File: src/hw/rtl/mlp_inference_4_7_7_1_core_macros.svh
// Assertion helpers shared by the RTL of the inference core.
// Each check samples on i_clk and is off while i_rst_n is low.
`ifndef MLP_INFERENCE_4_7_7_1_CORE_MACROS_SVH
`define MLP_INFERENCE_4_7_7_1_CORE_MACROS_SVH
`ifndef SYNTHESIS
`define MLPI_CHECK(lbl, prop, msg) \
    lbl: assert property (@(posedge i_clk) disable iff (!i_rst_n) prop) else $error(msg);
`define MLPI_CHECK_NEXT(lbl, ante, cons, msg) \
    lbl: assert property (@(posedge i_clk) disable iff (!i_rst_n) (ante) |=> (cons)) \
        else $error(msg);
`else
`define MLPI_CHECK(lbl, prop, msg)
`define MLPI_CHECK_NEXT(lbl, ante, cons, msg)
`endif
`endif

File: src/hw/rtl/mlpi_pkg.sv
package mlpi_pkg;

    localparam int DATA_W = 16;
    localparam int PROD_W = 2 * DATA_W;

    localparam logic MODE_WRITE = 1'b0;
    localparam logic MODE_INFER = 1'b1;

    typedef enum logic [1:0] {
        LAYER_ONE,
        LAYER_TWO,
        LAYER_OUT
    } t_layer;

    // One MAC slot handed from the sequencer to the datapath
    typedef struct packed {
        logic                       valid;
        t_layer                     layer;
        logic                       first;
        logic                       last;
        logic signed [DATA_W-1:0]   feat;
    } t_issue;

    function automatic int param_total(input int n_in, input int h1, input int h2);
        return n_in * h1 + h1 + h1 * h2 + h2 + h2 + 1;
    endfunction

    function automatic int param_aw(input int n_in, input int h1, input int h2);
        return $clog2(param_total(n_in, h1, h2));
    endfunction

    function automatic int act_aw(input int h1, input int h2);
        return $clog2(h1 + h2);
    endfunction

endpackage

File: src/hw/rtl/mlpi_ram.sv
module mlpi_ram
    import mlpi_pkg::*;
#(
    parameter int WIDTH = 16,
    parameter int DEPTH = 2
) (
    input  logic                     i_clk,
    input  logic                     i_we,
    input  logic [$clog2(DEPTH)-1:0] i_waddr,
    input  logic [WIDTH-1:0]         i_wdata,
    input  logic [$clog2(DEPTH)-1:0] i_raddr,
    output logic [WIDTH-1:0]         o_rdata
);

    logic [WIDTH-1:0] r_mem [DEPTH];
    logic [WIDTH-1:0] r_rdata;

    always_ff @(posedge i_clk) begin
        if (i_we) begin
            r_mem[i_waddr] <= i_wdata;
        end
        r_rdata <= r_mem[i_raddr];
    end

    assign o_rdata = r_rdata;

endmodule

File: src/hw/rtl/mlpi_seq.sv
`include "mlp_inference_4_7_7_1_core_macros.svh"

module mlpi_seq
    import mlpi_pkg::*;
#(
    parameter int INPUT_COUNT = 4,
    parameter int HIDDEN_ONE  = 7,
    parameter int HIDDEN_TWO  = 7
) (
    input  logic                     i_clk,
    input  logic                     i_rst_n,
    input  logic                     i_go,
    input  logic signed [DATA_W-1:0] i_feature_a,
    input  logic signed [DATA_W-1:0] i_feature_b,
    input  logic signed [DATA_W-1:0] i_feature_c,
    input  logic signed [DATA_W-1:0] i_feature_d,
    input  logic                     i_pipe_busy,
    output logic                     o_busy,
    output t_issue                   o_issue,
    output logic [param_aw(INPUT_COUNT, HIDDEN_ONE, HIDDEN_TWO)-1:0] o_param_raddr,
    output logic [act_aw(HIDDEN_ONE, HIDDEN_TWO)-1:0]                o_act_raddr,
    output logic [act_aw(HIDDEN_ONE, HIDDEN_TWO)-1:0]                o_act_waddr
);

    localparam int PW      = param_aw(INPUT_COUNT, HIDDEN_ONE, HIDDEN_TWO);
    localparam int AAW     = act_aw(HIDDEN_ONE, HIDDEN_TWO);
    localparam int MAX_HID = (HIDDEN_ONE > HIDDEN_TWO) ? HIDDEN_ONE : HIDDEN_TWO;
    localparam int MAX_IN  = (INPUT_COUNT > MAX_HID) ? INPUT_COUNT : MAX_HID;
    localparam int CW      = $clog2(MAX_IN + 1);
    localparam int JW      = $clog2(MAX_HID + 1);

    localparam int W1_BASE = 0;
    localparam int B1_BASE = W1_BASE + INPUT_COUNT * HIDDEN_ONE;
    localparam int W2_BASE = B1_BASE + HIDDEN_ONE;
    localparam int B2_BASE = W2_BASE + HIDDEN_ONE * HIDDEN_TWO;
    localparam int W3_BASE = B2_BASE + HIDDEN_TWO;
    localparam int B3_BASE = W3_BASE + HIDDEN_TWO;

    typedef enum logic [1:0] {
        S_IDLE,
        S_ISSUE,
        S_DRAIN,
        S_FLUSH
    } t_state;

    t_state                   r_state;
    t_layer                   r_layer;
    logic [CW-1:0]            r_i;
    logic [JW-1:0]            r_j;
    logic signed [DATA_W-1:0] r_feat [4];

    logic [CW-1:0]            w_n_in;
    logic [JW-1:0]            w_last_j;
    logic                     w_bias;
    int                       w_paddr;
    int                       w_araddr;
    int                       w_awaddr;
    logic signed [DATA_W-1:0] w_feat;

    always_comb begin
        unique case (r_layer)
            LAYER_ONE: begin
                w_n_in   = CW'(INPUT_COUNT);
                w_last_j = JW'(HIDDEN_ONE - 1);
            end
            LAYER_TWO: begin
                w_n_in   = CW'(HIDDEN_ONE);
                w_last_j = JW'(HIDDEN_TWO - 1);
            end
            default: begin
                w_n_in   = CW'(HIDDEN_TWO);
                w_last_j = '0;
            end
        endcase
    end

    assign w_bias = (r_i == w_n_in);

    always_comb begin
        unique case (r_layer)
            LAYER_ONE: begin
                w_paddr  = w_bias ? (B1_BASE + int'(r_j))
                                  : (W1_BASE + int'(r_i) * HIDDEN_ONE + int'(r_j));
                w_araddr = 0;
                w_awaddr = int'(r_j);
            end
            LAYER_TWO: begin
                w_paddr  = w_bias ? (B2_BASE + int'(r_j))
                                  : (W2_BASE + int'(r_i) * HIDDEN_TWO + int'(r_j));
                w_araddr = int'(r_i);
                w_awaddr = HIDDEN_ONE + int'(r_j);
            end
            default: begin
                w_paddr  = w_bias ? B3_BASE : (W3_BASE + int'(r_i));
                w_araddr = HIDDEN_ONE + int'(r_i);
                w_awaddr = 0;
            end
        endcase
    end

    // inputs past the fourth read as zero
    assign w_feat = (int'(r_i) < 4) ? r_feat[2'(r_i)] : '0;

    assign o_param_raddr = PW'(w_paddr);
    assign o_act_raddr   = AAW'(w_araddr);
    assign o_act_waddr   = AAW'(w_awaddr);

    assign o_issue.valid = (r_state == S_ISSUE);
    assign o_issue.layer = r_layer;
    assign o_issue.first = (r_i == '0);
    assign o_issue.last  = w_bias;
    assign o_issue.feat  = w_feat;

    assign o_busy = (r_state != S_IDLE);

    always_ff @(posedge i_clk) begin
        if (i_go) begin
            r_feat[0] <= i_feature_a;
            r_feat[1] <= i_feature_b;
            r_feat[2] <= i_feature_c;
            r_feat[3] <= i_feature_d;
        end
    end

    always_ff @(posedge i_clk) begin
        if (!i_rst_n) begin
            r_state <= S_IDLE;
            r_layer <= LAYER_ONE;
            r_i     <= '0;
            r_j     <= '0;
        end else begin
            unique case (r_state)
                S_IDLE: begin
                    if (i_go) begin
                        r_state <= S_ISSUE;
                        r_layer <= LAYER_ONE;
                        r_i     <= '0;
                        r_j     <= '0;
                    end
                end
                S_ISSUE: begin
                    if (w_bias) begin
                        r_i <= '0;
                        if (r_j == w_last_j) begin
                            r_j <= '0;
                            // hold until the layer's last neuron is written back
                            unique case (r_layer)
                                LAYER_ONE: begin
                                    r_layer <= LAYER_TWO;
                                    r_state <= S_DRAIN;
                                end
                                LAYER_TWO: begin
                                    r_layer <= LAYER_OUT;
                                    r_state <= S_DRAIN;
                                end
                                default: begin
                                    r_state <= S_FLUSH;
                                end
                            endcase
                        end else begin
                            r_j <= r_j + 1'b1;
                        end
                    end else begin
                        r_i <= r_i + 1'b1;
                    end
                end
                S_DRAIN: begin
                    if (!i_pipe_busy) begin
                        r_state <= S_ISSUE;
                    end
                end
                S_FLUSH: begin
                    if (!i_pipe_busy) begin
                        r_state <= S_IDLE;
                    end
                end
                default: begin
                    r_state <= S_IDLE;
                end
            endcase
        end
    end

    `MLPI_CHECK_NEXT(a_go_starts, i_go, r_state == S_ISSUE, "inference did not start issuing")
    `MLPI_CHECK(a_resume_empty, ($past(r_state == S_DRAIN) && r_state == S_ISSUE) |-> !$past(i_pipe_busy), "layer resumed before write back")
    `MLPI_CHECK(a_index_range, r_i <= w_n_in, "input index past bias slot")

endmodule

File: src/hw/rtl/mlpi_mac.sv
`include "mlp_inference_4_7_7_1_core_macros.svh"

module mlpi_mac
    import mlpi_pkg::*;
#(
    parameter int INPUT_COUNT   = 4,
    parameter int HIDDEN_ONE    = 7,
    parameter int HIDDEN_TWO    = 7,
    parameter int FRACTION_BITS = 12
) (
    input  logic                     i_clk,
    input  logic                     i_rst_n,
    input  logic                     i_clear,
    input  t_issue                   i_issue,
    input  logic [act_aw(HIDDEN_ONE, HIDDEN_TWO)-1:0] i_act_waddr,
    input  logic signed [DATA_W-1:0] i_weight,
    input  logic signed [DATA_W-1:0] i_act_rdata,
    output logic                     o_pipe_busy,
    output logic                     o_act_we,
    output logic [act_aw(HIDDEN_ONE, HIDDEN_TWO)-1:0] o_act_waddr,
    output logic [DATA_W-1:0]        o_act_wdata,
    output logic                     o_valid,
    output logic signed [DATA_W-1:0] o_prediction,
    output logic                     o_saturated
);

    localparam int AAW     = act_aw(HIDDEN_ONE, HIDDEN_TWO);
    localparam int MAX_HID = (HIDDEN_ONE > HIDDEN_TWO) ? HIDDEN_ONE : HIDDEN_TWO;
    localparam int MAX_IN  = (INPUT_COUNT > MAX_HID) ? INPUT_COUNT : MAX_HID;
    localparam int ACC_W   = PROD_W + $clog2(MAX_IN + 1) + 1;

    localparam logic signed [DATA_W-1:0] ONE   = DATA_W'(1 << FRACTION_BITS);
    localparam logic signed [ACC_W-1:0]  HALF  = ACC_W'(1 << (FRACTION_BITS - 1));
    localparam logic signed [ACC_W-1:0]  Y_MAX = ACC_W'(32767);
    localparam logic signed [ACC_W-1:0]  Y_MIN = ACC_W'(-32768);

    t_issue                   r_s1;
    logic [AAW-1:0]           r_s1_waddr;

    logic                     r_s2_valid;
    logic                     r_s2_first;
    logic                     r_s2_last;
    t_layer                   r_s2_layer;
    logic [AAW-1:0]           r_s2_waddr;
    logic signed [PROD_W-1:0] r_prod;

    logic                     r_s3_done;
    t_layer                   r_s3_layer;
    logic [AAW-1:0]           r_s3_waddr;
    logic signed [ACC_W-1:0]  r_acc;

    logic                     r_sat;
    logic                     r_valid;
    logic signed [DATA_W-1:0] r_pred;
    logic                     r_pred_sat;

    logic signed [DATA_W-1:0] w_opnd;
    logic signed [PROD_W-1:0] n_prod;
    logic signed [ACC_W-1:0]  n_acc;
    logic signed [ACC_W-1:0]  w_shift;
    logic signed [DATA_W-1:0] w_y;
    logic                     w_clip;
    logic                     w_final;

    // bias slot multiplies by one in Q format, so it lands pre-shifted
    always_comb begin
        if (r_s1.last) begin
            w_opnd = ONE;
        end else if (r_s1.layer == LAYER_ONE) begin
            w_opnd = r_s1.feat;
        end else begin
            w_opnd = i_act_rdata;
        end
    end

    assign n_prod = PROD_W'(i_weight) * PROD_W'(w_opnd);
    assign n_acc  = (r_s2_first ? '0 : r_acc) + ACC_W'(r_prod);

    // round half up, then floor shift
    assign w_shift = (r_acc + HALF) >>> FRACTION_BITS;

    always_comb begin
        if (w_shift > Y_MAX) begin
            w_y    = DATA_W'(32767);
            w_clip = 1'b1;
        end else if (w_shift < Y_MIN) begin
            w_y    = DATA_W'(-32768);
            w_clip = 1'b1;
        end else begin
            w_y    = DATA_W'(w_shift);
            w_clip = 1'b0;
        end
    end

    assign w_final     = r_s3_done && (r_s3_layer == LAYER_OUT);
    assign o_act_we    = r_s3_done && (r_s3_layer != LAYER_OUT);
    assign o_act_waddr = r_s3_waddr;
    assign o_act_wdata = w_y[DATA_W-1] ? '0 : w_y;
    assign o_pipe_busy = r_s1.valid || r_s2_valid || r_s3_done;

    always_ff @(posedge i_clk) begin
        if (!i_rst_n) begin
            r_s1       <= '0;
            r_s2_valid <= 1'b0;
            r_s3_done  <= 1'b0;
            r_sat      <= 1'b0;
            r_valid    <= 1'b0;
        end else begin
            r_s1       <= i_issue;
            r_s2_valid <= r_s1.valid;
            r_s3_done  <= r_s2_valid && r_s2_last;
            r_valid    <= w_final;
            if (i_clear) begin
                r_sat <= 1'b0;
            end else if (r_s3_done && w_clip) begin
                r_sat <= 1'b1;
            end
        end
    end

    always_ff @(posedge i_clk) begin
        r_s1_waddr <= i_act_waddr;
        r_s2_first <= r_s1.first;
        r_s2_last  <= r_s1.last;
        r_s2_layer <= r_s1.layer;
        r_s2_waddr <= r_s1_waddr;
        r_prod     <= n_prod;
        r_s3_layer <= r_s2_layer;
        r_s3_waddr <= r_s2_waddr;
        if (r_s2_valid) begin
            r_acc <= n_acc;
        end
        if (w_final) begin
            r_pred     <= w_y;
            r_pred_sat <= r_sat || w_clip;
        end
    end

    assign o_valid      = r_valid;
    assign o_prediction = r_pred;
    assign o_saturated  = r_pred_sat;

    `MLPI_CHECK(a_finish_spacing, r_s3_done |-> !$past(r_s3_done), "two neuron finishes back to back")
    `MLPI_CHECK_NEXT(a_one_result, o_valid, !o_valid, "result strobe longer than one cycle")

endmodule

File: src/hw/rtl/mlp_inference_4_7_7_1_core.sv
// Fixed-point MLP inference core: INPUT_COUNT inputs, two ReLU hidden layers of
// HIDDEN_ONE and HIDDEN_TWO neurons, one linear output, all values signed Q3.12.
// Command channel: an item is taken at a clock edge with start high and busy low.
//   i_mode = write: i_param_value goes to parameter word i_param_index (w1, b1,
//   w2, b2, w3, b3 packed in order); indexes past the store are dropped. Busy
//   stays low, no result.
//   i_mode = infer: features are captured and busy rises until the result.
// Result channel: o_valid pulses for one cycle with o_prediction and
// o_saturated; the receiver cannot stall it, so it must take it then.
// Timing: one shared multiply-accumulate issues one parameter-memory read per
// cycle, HIDDEN_ONE*(INPUT_COUNT+1) + HIDDEN_TWO*(HIDDEN_ONE+1) + HIDDEN_TWO + 1
// slots (99 here), except that each of the two layer boundaries stalls issue
// until the last hidden value is written back. The next item can be taken
// once busy falls after the strobe.
// Reset clears control only; parameter words are undefined until written.
module mlp_inference_4_7_7_1_core
    import mlpi_pkg::*;
#(
    parameter int INPUT_COUNT   = 4,
    parameter int HIDDEN_ONE    = 7,
    parameter int HIDDEN_TWO    = 7,
    parameter int FRACTION_BITS = 12
) (
    input  logic                     i_clk,
    input  logic                     i_rst_n,
    input  logic                     start,
    output logic                     busy,
    input  logic                     i_mode,
    input  logic [6:0]               i_param_index,
    input  logic signed [DATA_W-1:0] i_param_value,
    input  logic signed [DATA_W-1:0] i_feature_a,
    input  logic signed [DATA_W-1:0] i_feature_b,
    input  logic signed [DATA_W-1:0] i_feature_c,
    input  logic signed [DATA_W-1:0] i_feature_d,
    output logic                     o_valid,
    output logic signed [DATA_W-1:0] o_prediction,
    output logic                     o_saturated
);

    localparam int PT  = param_total(INPUT_COUNT, HIDDEN_ONE, HIDDEN_TWO);
    localparam int PW  = param_aw(INPUT_COUNT, HIDDEN_ONE, HIDDEN_TWO);
    localparam int AAW = act_aw(HIDDEN_ONE, HIDDEN_TWO);

    logic                     w_accept;
    logic                     w_go;
    logic                     w_pwe;
    logic [31:0]              w_pidx;
    t_issue                   w_issue;
    logic [PW-1:0]            w_praddr;
    logic [AAW-1:0]           w_araddr;
    logic [AAW-1:0]           w_issue_waddr;
    logic                     w_pipe_busy;
    logic [DATA_W-1:0]        w_weight;
    logic [DATA_W-1:0]        w_act_rdata;
    logic                     w_act_we;
    logic [AAW-1:0]           w_act_waddr;
    logic [DATA_W-1:0]        w_act_wdata;

    assign w_accept = start && !busy;
    assign w_go     = w_accept && (i_mode == MODE_INFER);
    assign w_pidx   = 32'(i_param_index);
    assign w_pwe    = w_accept && (i_mode == MODE_WRITE) && (w_pidx < 32'(PT));

    mlpi_ram #(
        .WIDTH (DATA_W),
        .DEPTH (PT)
    ) u_param_ram (
        .i_clk   (i_clk),
        .i_we    (w_pwe),
        .i_waddr (w_pidx[PW-1:0]),
        .i_wdata (i_param_value),
        .i_raddr (w_praddr),
        .o_rdata (w_weight)
    );

    mlpi_ram #(
        .WIDTH (DATA_W),
        .DEPTH (HIDDEN_ONE + HIDDEN_TWO)
    ) u_act_ram (
        .i_clk   (i_clk),
        .i_we    (w_act_we),
        .i_waddr (w_act_waddr),
        .i_wdata (w_act_wdata),
        .i_raddr (w_araddr),
        .o_rdata (w_act_rdata)
    );

    mlpi_seq #(
        .INPUT_COUNT (INPUT_COUNT),
        .HIDDEN_ONE  (HIDDEN_ONE),
        .HIDDEN_TWO  (HIDDEN_TWO)
    ) u_seq (
        .i_clk         (i_clk),
        .i_rst_n       (i_rst_n),
        .i_go          (w_go),
        .i_feature_a   (i_feature_a),
        .i_feature_b   (i_feature_b),
        .i_feature_c   (i_feature_c),
        .i_feature_d   (i_feature_d),
        .i_pipe_busy   (w_pipe_busy),
        .o_busy        (busy),
        .o_issue       (w_issue),
        .o_param_raddr (w_praddr),
        .o_act_raddr   (w_araddr),
        .o_act_waddr   (w_issue_waddr)
    );

    mlpi_mac #(
        .INPUT_COUNT   (INPUT_COUNT),
        .HIDDEN_ONE    (HIDDEN_ONE),
        .HIDDEN_TWO    (HIDDEN_TWO),
        .FRACTION_BITS (FRACTION_BITS)
    ) u_mac (
        .i_clk        (i_clk),
        .i_rst_n      (i_rst_n),
        .i_clear      (w_go),
        .i_issue      (w_issue),
        .i_act_waddr  (w_issue_waddr),
        .i_weight     (w_weight),
        .i_act_rdata  (w_act_rdata),
        .o_pipe_busy  (w_pipe_busy),
        .o_act_we     (w_act_we),
        .o_act_waddr  (w_act_waddr),
        .o_act_wdata  (w_act_wdata),
        .o_valid      (o_valid),
        .o_prediction (o_prediction),
        .o_saturated  (o_saturated)
    );

endmodule
File: config.mk
export PLATFORM = sky130hd
export DESIGN_NAME = mlp_inference_4_7_7_1_core
export DESIGN_NICKNAME = d
export VERILOG_FILES = /design/src/hw/rtl/mlpi_pkg.sv /design/src/hw/rtl/mlpi_ram.sv /design/src/hw/rtl/mlpi_seq.sv /design/src/hw/rtl/mlpi_mac.sv /design/src/hw/rtl/mlp_inference_4_7_7_1_core.sv
export VERILOG_INCLUDE_DIRS = /design/src /design/src/hw/rtl
export SDC_FILE = /design/constraint.sdc
export NUM_CORES = 2
export LEC_CHECK = 0
export ABC_AREA = 1
export ABC_CLOCK_PERIOD_IN_PS = 12300
export BUFFER_PORTS_ARGS = -buffer_cell sky130_fd_sc_hd__buf_2
export CAP_MARGIN = 30
export CORE_AREA = 3 3 444 446
export DETAILED_ROUTE_END_ITERATION = 8
export DIE_AREA = 0 0 447 449
export GPL_TIMING_DRIVEN = 0
export PLACE_DENSITY_LB_ADDON = 0.08
export SLEW_MARGIN = 20
export SYNTH_ARGS = -nofsm -noshare
export SYNTH_HDL_FRONTEND = slang
export SYNTH_SLANG_ARGS = --single-unit
File: constraint.sdc
create_clock -name i_clk -period 12.3 [get_ports i_clk]
set_input_delay 2.46 -clock i_clk [delete_from_list [all_inputs] [get_ports i_clk]]
set_output_delay 2.46 -clock i_clk [all_outputs]
set_load 0.03 [all_outputs]
==> impl_metrics.env <==
export IMPL_syn_num_nets=9584
export IMPL_fill_cells=16463
export IMPL_grt_pass1_wl_microns=448000
export IMPL_wire_per_inst_microns=25.3
export IMPL_synth_yosys_warnings=0
export IMPL_clk_pin_slew_ns=0.06
export IMPL_crit_chain="nor2_1 -> clkbuf_1 -> nor2_1 -> nor3_1 -> inv_1 -> nor2_1 -> inv_1 -> fa_1 -> inv_1 -> fa_1 -> inv_1 -> fa_1 -> fa_1 -> fa_1 -> fa_1 -> inv_1 -> ha_1 -> a21oi_1 -> o21ai_0 -> a21oi_1 -> o2111ai_1 -> a21oi_1 -> xor2_1"
export IMPL_synth_top_cell_area_share_pct=59.4
export IMPL_fin_nets=9983
export IMPL_synth_simple_gate_area_share_pct=21.9
export IMPL_pre_cts_slack_ns=4.04
export IMPL_tns_ns=0
export IMPL_end_kind="flop"
export IMPL_die_width_microns=447
export IMPL_drive_gt1_share_pct=11.2
export IMPL_layout_cells_non_filler=12198
export IMPL_track_usage_pct=30.5
export IMPL_timing_final_crit_period_ns=8.28
export IMPL_arrival_ns=8.95
export IMPL_dpl_hpwl_microns=219000
export IMPL_postSynthAreaPerCell_sq_um=10.6
export IMPL_ys_ff_latch=2027
export IMPL_synth_seq_area_share_pct=61.8
export IMPL_synthAdderAreaFrac_pct=7.34
export IMPL_path_buf_inv=6
export IMPL_cp_required_ns=12.97
export IMPL_grt_pass1_vias=67227
export IMPL_cts_tree="built"
export IMPL_synthTopCellsByArea="edfxtp_1 (59%), nand2_1 (11%), nand3_1 (8.2%)"
export IMPL_cts_buffers=208
export IMPL_rows=161
export IMPL_cts_sinks=2027
export IMPL_grt_max_degree=67
export IMPL_cp_max_fo=10
export IMPL_crit_slowest_cell="nor3_1"
export IMPL_max_cap_viol_count=0
export IMPL_max_slew_margin_rel_pct=36.6
export IMPL_r2r_end="u_mac.r_prod[31]"
export IMPL_synth_compound_area_share_pct=2.80
export IMPL_r2r_cells=23
export IMPL_gp_congestion=1.08
export IMPL_seqCellArea_sq_mm=0.0597
export IMPL_worst_pin_slew_ns=0.949
export IMPL_synth_top_family_by_area="simple AND/OR/NAND/NOR gates"
export IMPL_post_cts_buffers=0
export IMPL_syn_area_sq_mm=0.0966
export IMPL_async_flop_share_pct=0
export IMPL_dr_pass1_iters=9
export IMPL_clockBufferDepth=3
export IMPL_hold_viol_final=0
export IMPL_routed_wirelength_microns=309000
export IMPL_h_tree_depth=4
export IMPL_rsz0062_at_grt="false"
export IMPL_grt_ovfl_total=0
export IMPL_route_vias_total=69745
export IMPL_cts_resized_gates=0
export IMPL_viasPerCell=5.72
export IMPL_synth_xor_area_share_pct=0.879
export IMPL_core_region_area_sq_mm=0.193
export IMPL_hold_slack_ns=0.326
export IMPL_chipHeight_microns=449
export IMPL_synthMuxAreaShare_pct=0
export IMPL_drc=0
export IMPL_hold_buffers=0
export IMPL_run_status="finished clean"
export IMPL_slew_violations=0
export IMPL_finalWorstSetupSlack_ns=4.02
export IMPL_dieArea_sq_mm=0.201
export IMPL_worstSetupPathType="flop to flop"
export IMPL_dr_first_iter_drc_count=7957
export IMPL_cp_top_family="adder cells"
export IMPL_setup_violations=0
export IMPL_crit_start="u_mac.r_s1[19]"
export IMPL_clock_root_buffer="clkbuf_16"
export IMPL_post_route_period_util_pct=67.3
export IMPL_hp_class="flop to flop"
export IMPL_clock_latency_ns=0.88
export IMPL_yosysTopAreaCell="edfxtp_1"
export IMPL_fmax_ghz=0.121
export IMPL_worstReg2RegStart="u_mac.r_s1[19]"
export IMPL_cp_common_cell="fa_1"
export IMPL_cp_start_kind="flop"
export IMPL_initial_core_util_pct=50.1
export IMPL_ant_nets=0
export IMPL_multi_input_area_sq_mm=0.0322
export IMPL_path_depth=23
export IMPL_antenna_found_initial=24
export IMPL_area_growth_syn_to_layout_pct=12.6
export IMPL_numPlacedInstances=11801
export IMPL_cp_endpoint="u_mac.r_prod[31]"
export IMPL_synthCells=9087
export IMPL_synth_edf_count=1911
export IMPL_io_buffers=108
export IMPL_r2r_slack_ns=4.02
export IMPL_max_stage_delay_ns=0.77
export IMPL_io_pins=110
export IMPL_synth_flop_cell="edfxtp_1"
export IMPL_skew_ns=0.0443
export IMPL_ys_types=49
==> cells in the mapped netlist, types with 9 or more instances <==
cell,number
nand2_1,2785
edfxtp_1,1911
nand3_1,1578
nor2_1,517
inv_1,499
buf_2,289
fa_1,268
o21ai_0,189
a21oi_1,173
ha_1,138
dfxtp_1,116
clkbuf_1,103
nor3_1,100
buf_6,88
xor2_1,69
buf_4,46
o32ai_1,30
xnor2_1,28
o211ai_1,19
o22ai_1,17
buf_1,16
nand4_1,16
a31oi_1,9
==> sequential cells by signal, indices dropped and copies added (netlist names), 3 cells and up <==
| register | count |
|---|---|
| u_mac.r_acc | 36 |
| u_seq.r_j | 3 |
| u_mac.r_s2_waddr | 4 |
| u_mac.r_prod | 32 |
| u_act_ram.r_mem | 210 |
| u_act_ram.o_rdata | 15 |
| u_seq.r_feat | 64 |
| u_seq.r_i | 3 |
| u_mac.r_s1 | 21 |
| u_mac.o_prediction | 16 |
| u_param_ram.o_rdata | 16 |
| u_mac.o_act_waddr | 4 |
| u_mac.r_s1_waddr | 4 |
| u_param_ram.r_mem | 1584 |
==> kinds of logic (layout without fill, tap and decap cells) <==
logic type,count (synthesis),in the layout
XOR/XNOR,97,97
AO/OA/AOI/OAI,478,478
AND/OR/NAND/NOR,5024,5024
other,0,14
adder cells (fa/ha/maj),406,406
buffers and inverters,1055,1626
flip-flops,2027,2027
==> metal layers <==
layer	up-vias	GRT usage [%]	routed length [microns]
met2	3182	48.6	144000
met3	604	5.68	26000
met4	8	12.9	15200
met5	-	0	58
li1	31807	-	-
met1	34144	41.2	124000
==> worst min path at each step <==
stage                     cells past startpoint                    to  slack [ns]           startpoint
after floorplan                               0  u_mac.o_act_waddr[0]        0.31  u_mac.r_s2_waddr[0]
after CTS                                     0  u_mac.o_act_waddr[0]        0.33  u_mac.r_s2_waddr[0]
after global placement                        0   u_mac.r_s2_waddr[2]        0.31  u_mac.r_s1_waddr[2]
final                                         0      u_mac.r_s2_first        0.33       u_mac.r_s1[17]
after global routing                          0      u_mac.r_s2_first        0.33       u_mac.r_s1[17]
after detailed placement                      0  u_mac.o_act_waddr[0]        0.31  u_mac.r_s2_waddr[0]
==> metrics by stage <==
stage          utilization [%]  cell area, sq um
3_5_place_dp              53.0            102000
2_1_floorplan                -             96600
6_report                  56.4            109000
4_1_cts                   56.4            109000
3_3_place_gp              52.0            100000
5_1_grt                   56.4            109000
==> cell type report <==
class	instances	share of cell area (%)
Timing Repair Buffer	189	1.86
Multi-Input combinational cell	6005	29.5
Clock inverter	111	0.912
Tap cell	2526	2.90
Inverter	513	1.77
Antenna cell	14	0.0322
Sequential cell	2027	54.9
Buffer	542	2.98
Clock buffer	271	5.14
==> cell usage in the layout (no fill, tap or decap), drive strengths merged, types with 9 or more instances in the layout <==
cell type  synthesis  layout
inv              506     510
clkinv             7      96
dfxtp            116     116
nand4             16      16
diode              0      14
o211ai            20      20
edfxtp          1911    1911
nand3           1582    1582
buf              439     628
nand2           2792    2792
clkbuf           103     374
bufinv             0      14
o22ai             17      17
o21ai            195     195
xor2              69      69
o32ai             30      30
xnor2             28      28
ha               138     138
nor3             102     102
fa               268     268
a31oi              9       9
nor2             522     522
a21oi            173     173
Power is left out: the tool's default activity adds up to more than one toggle a clock period on the data nets, which glitch-free logic cannot reach.
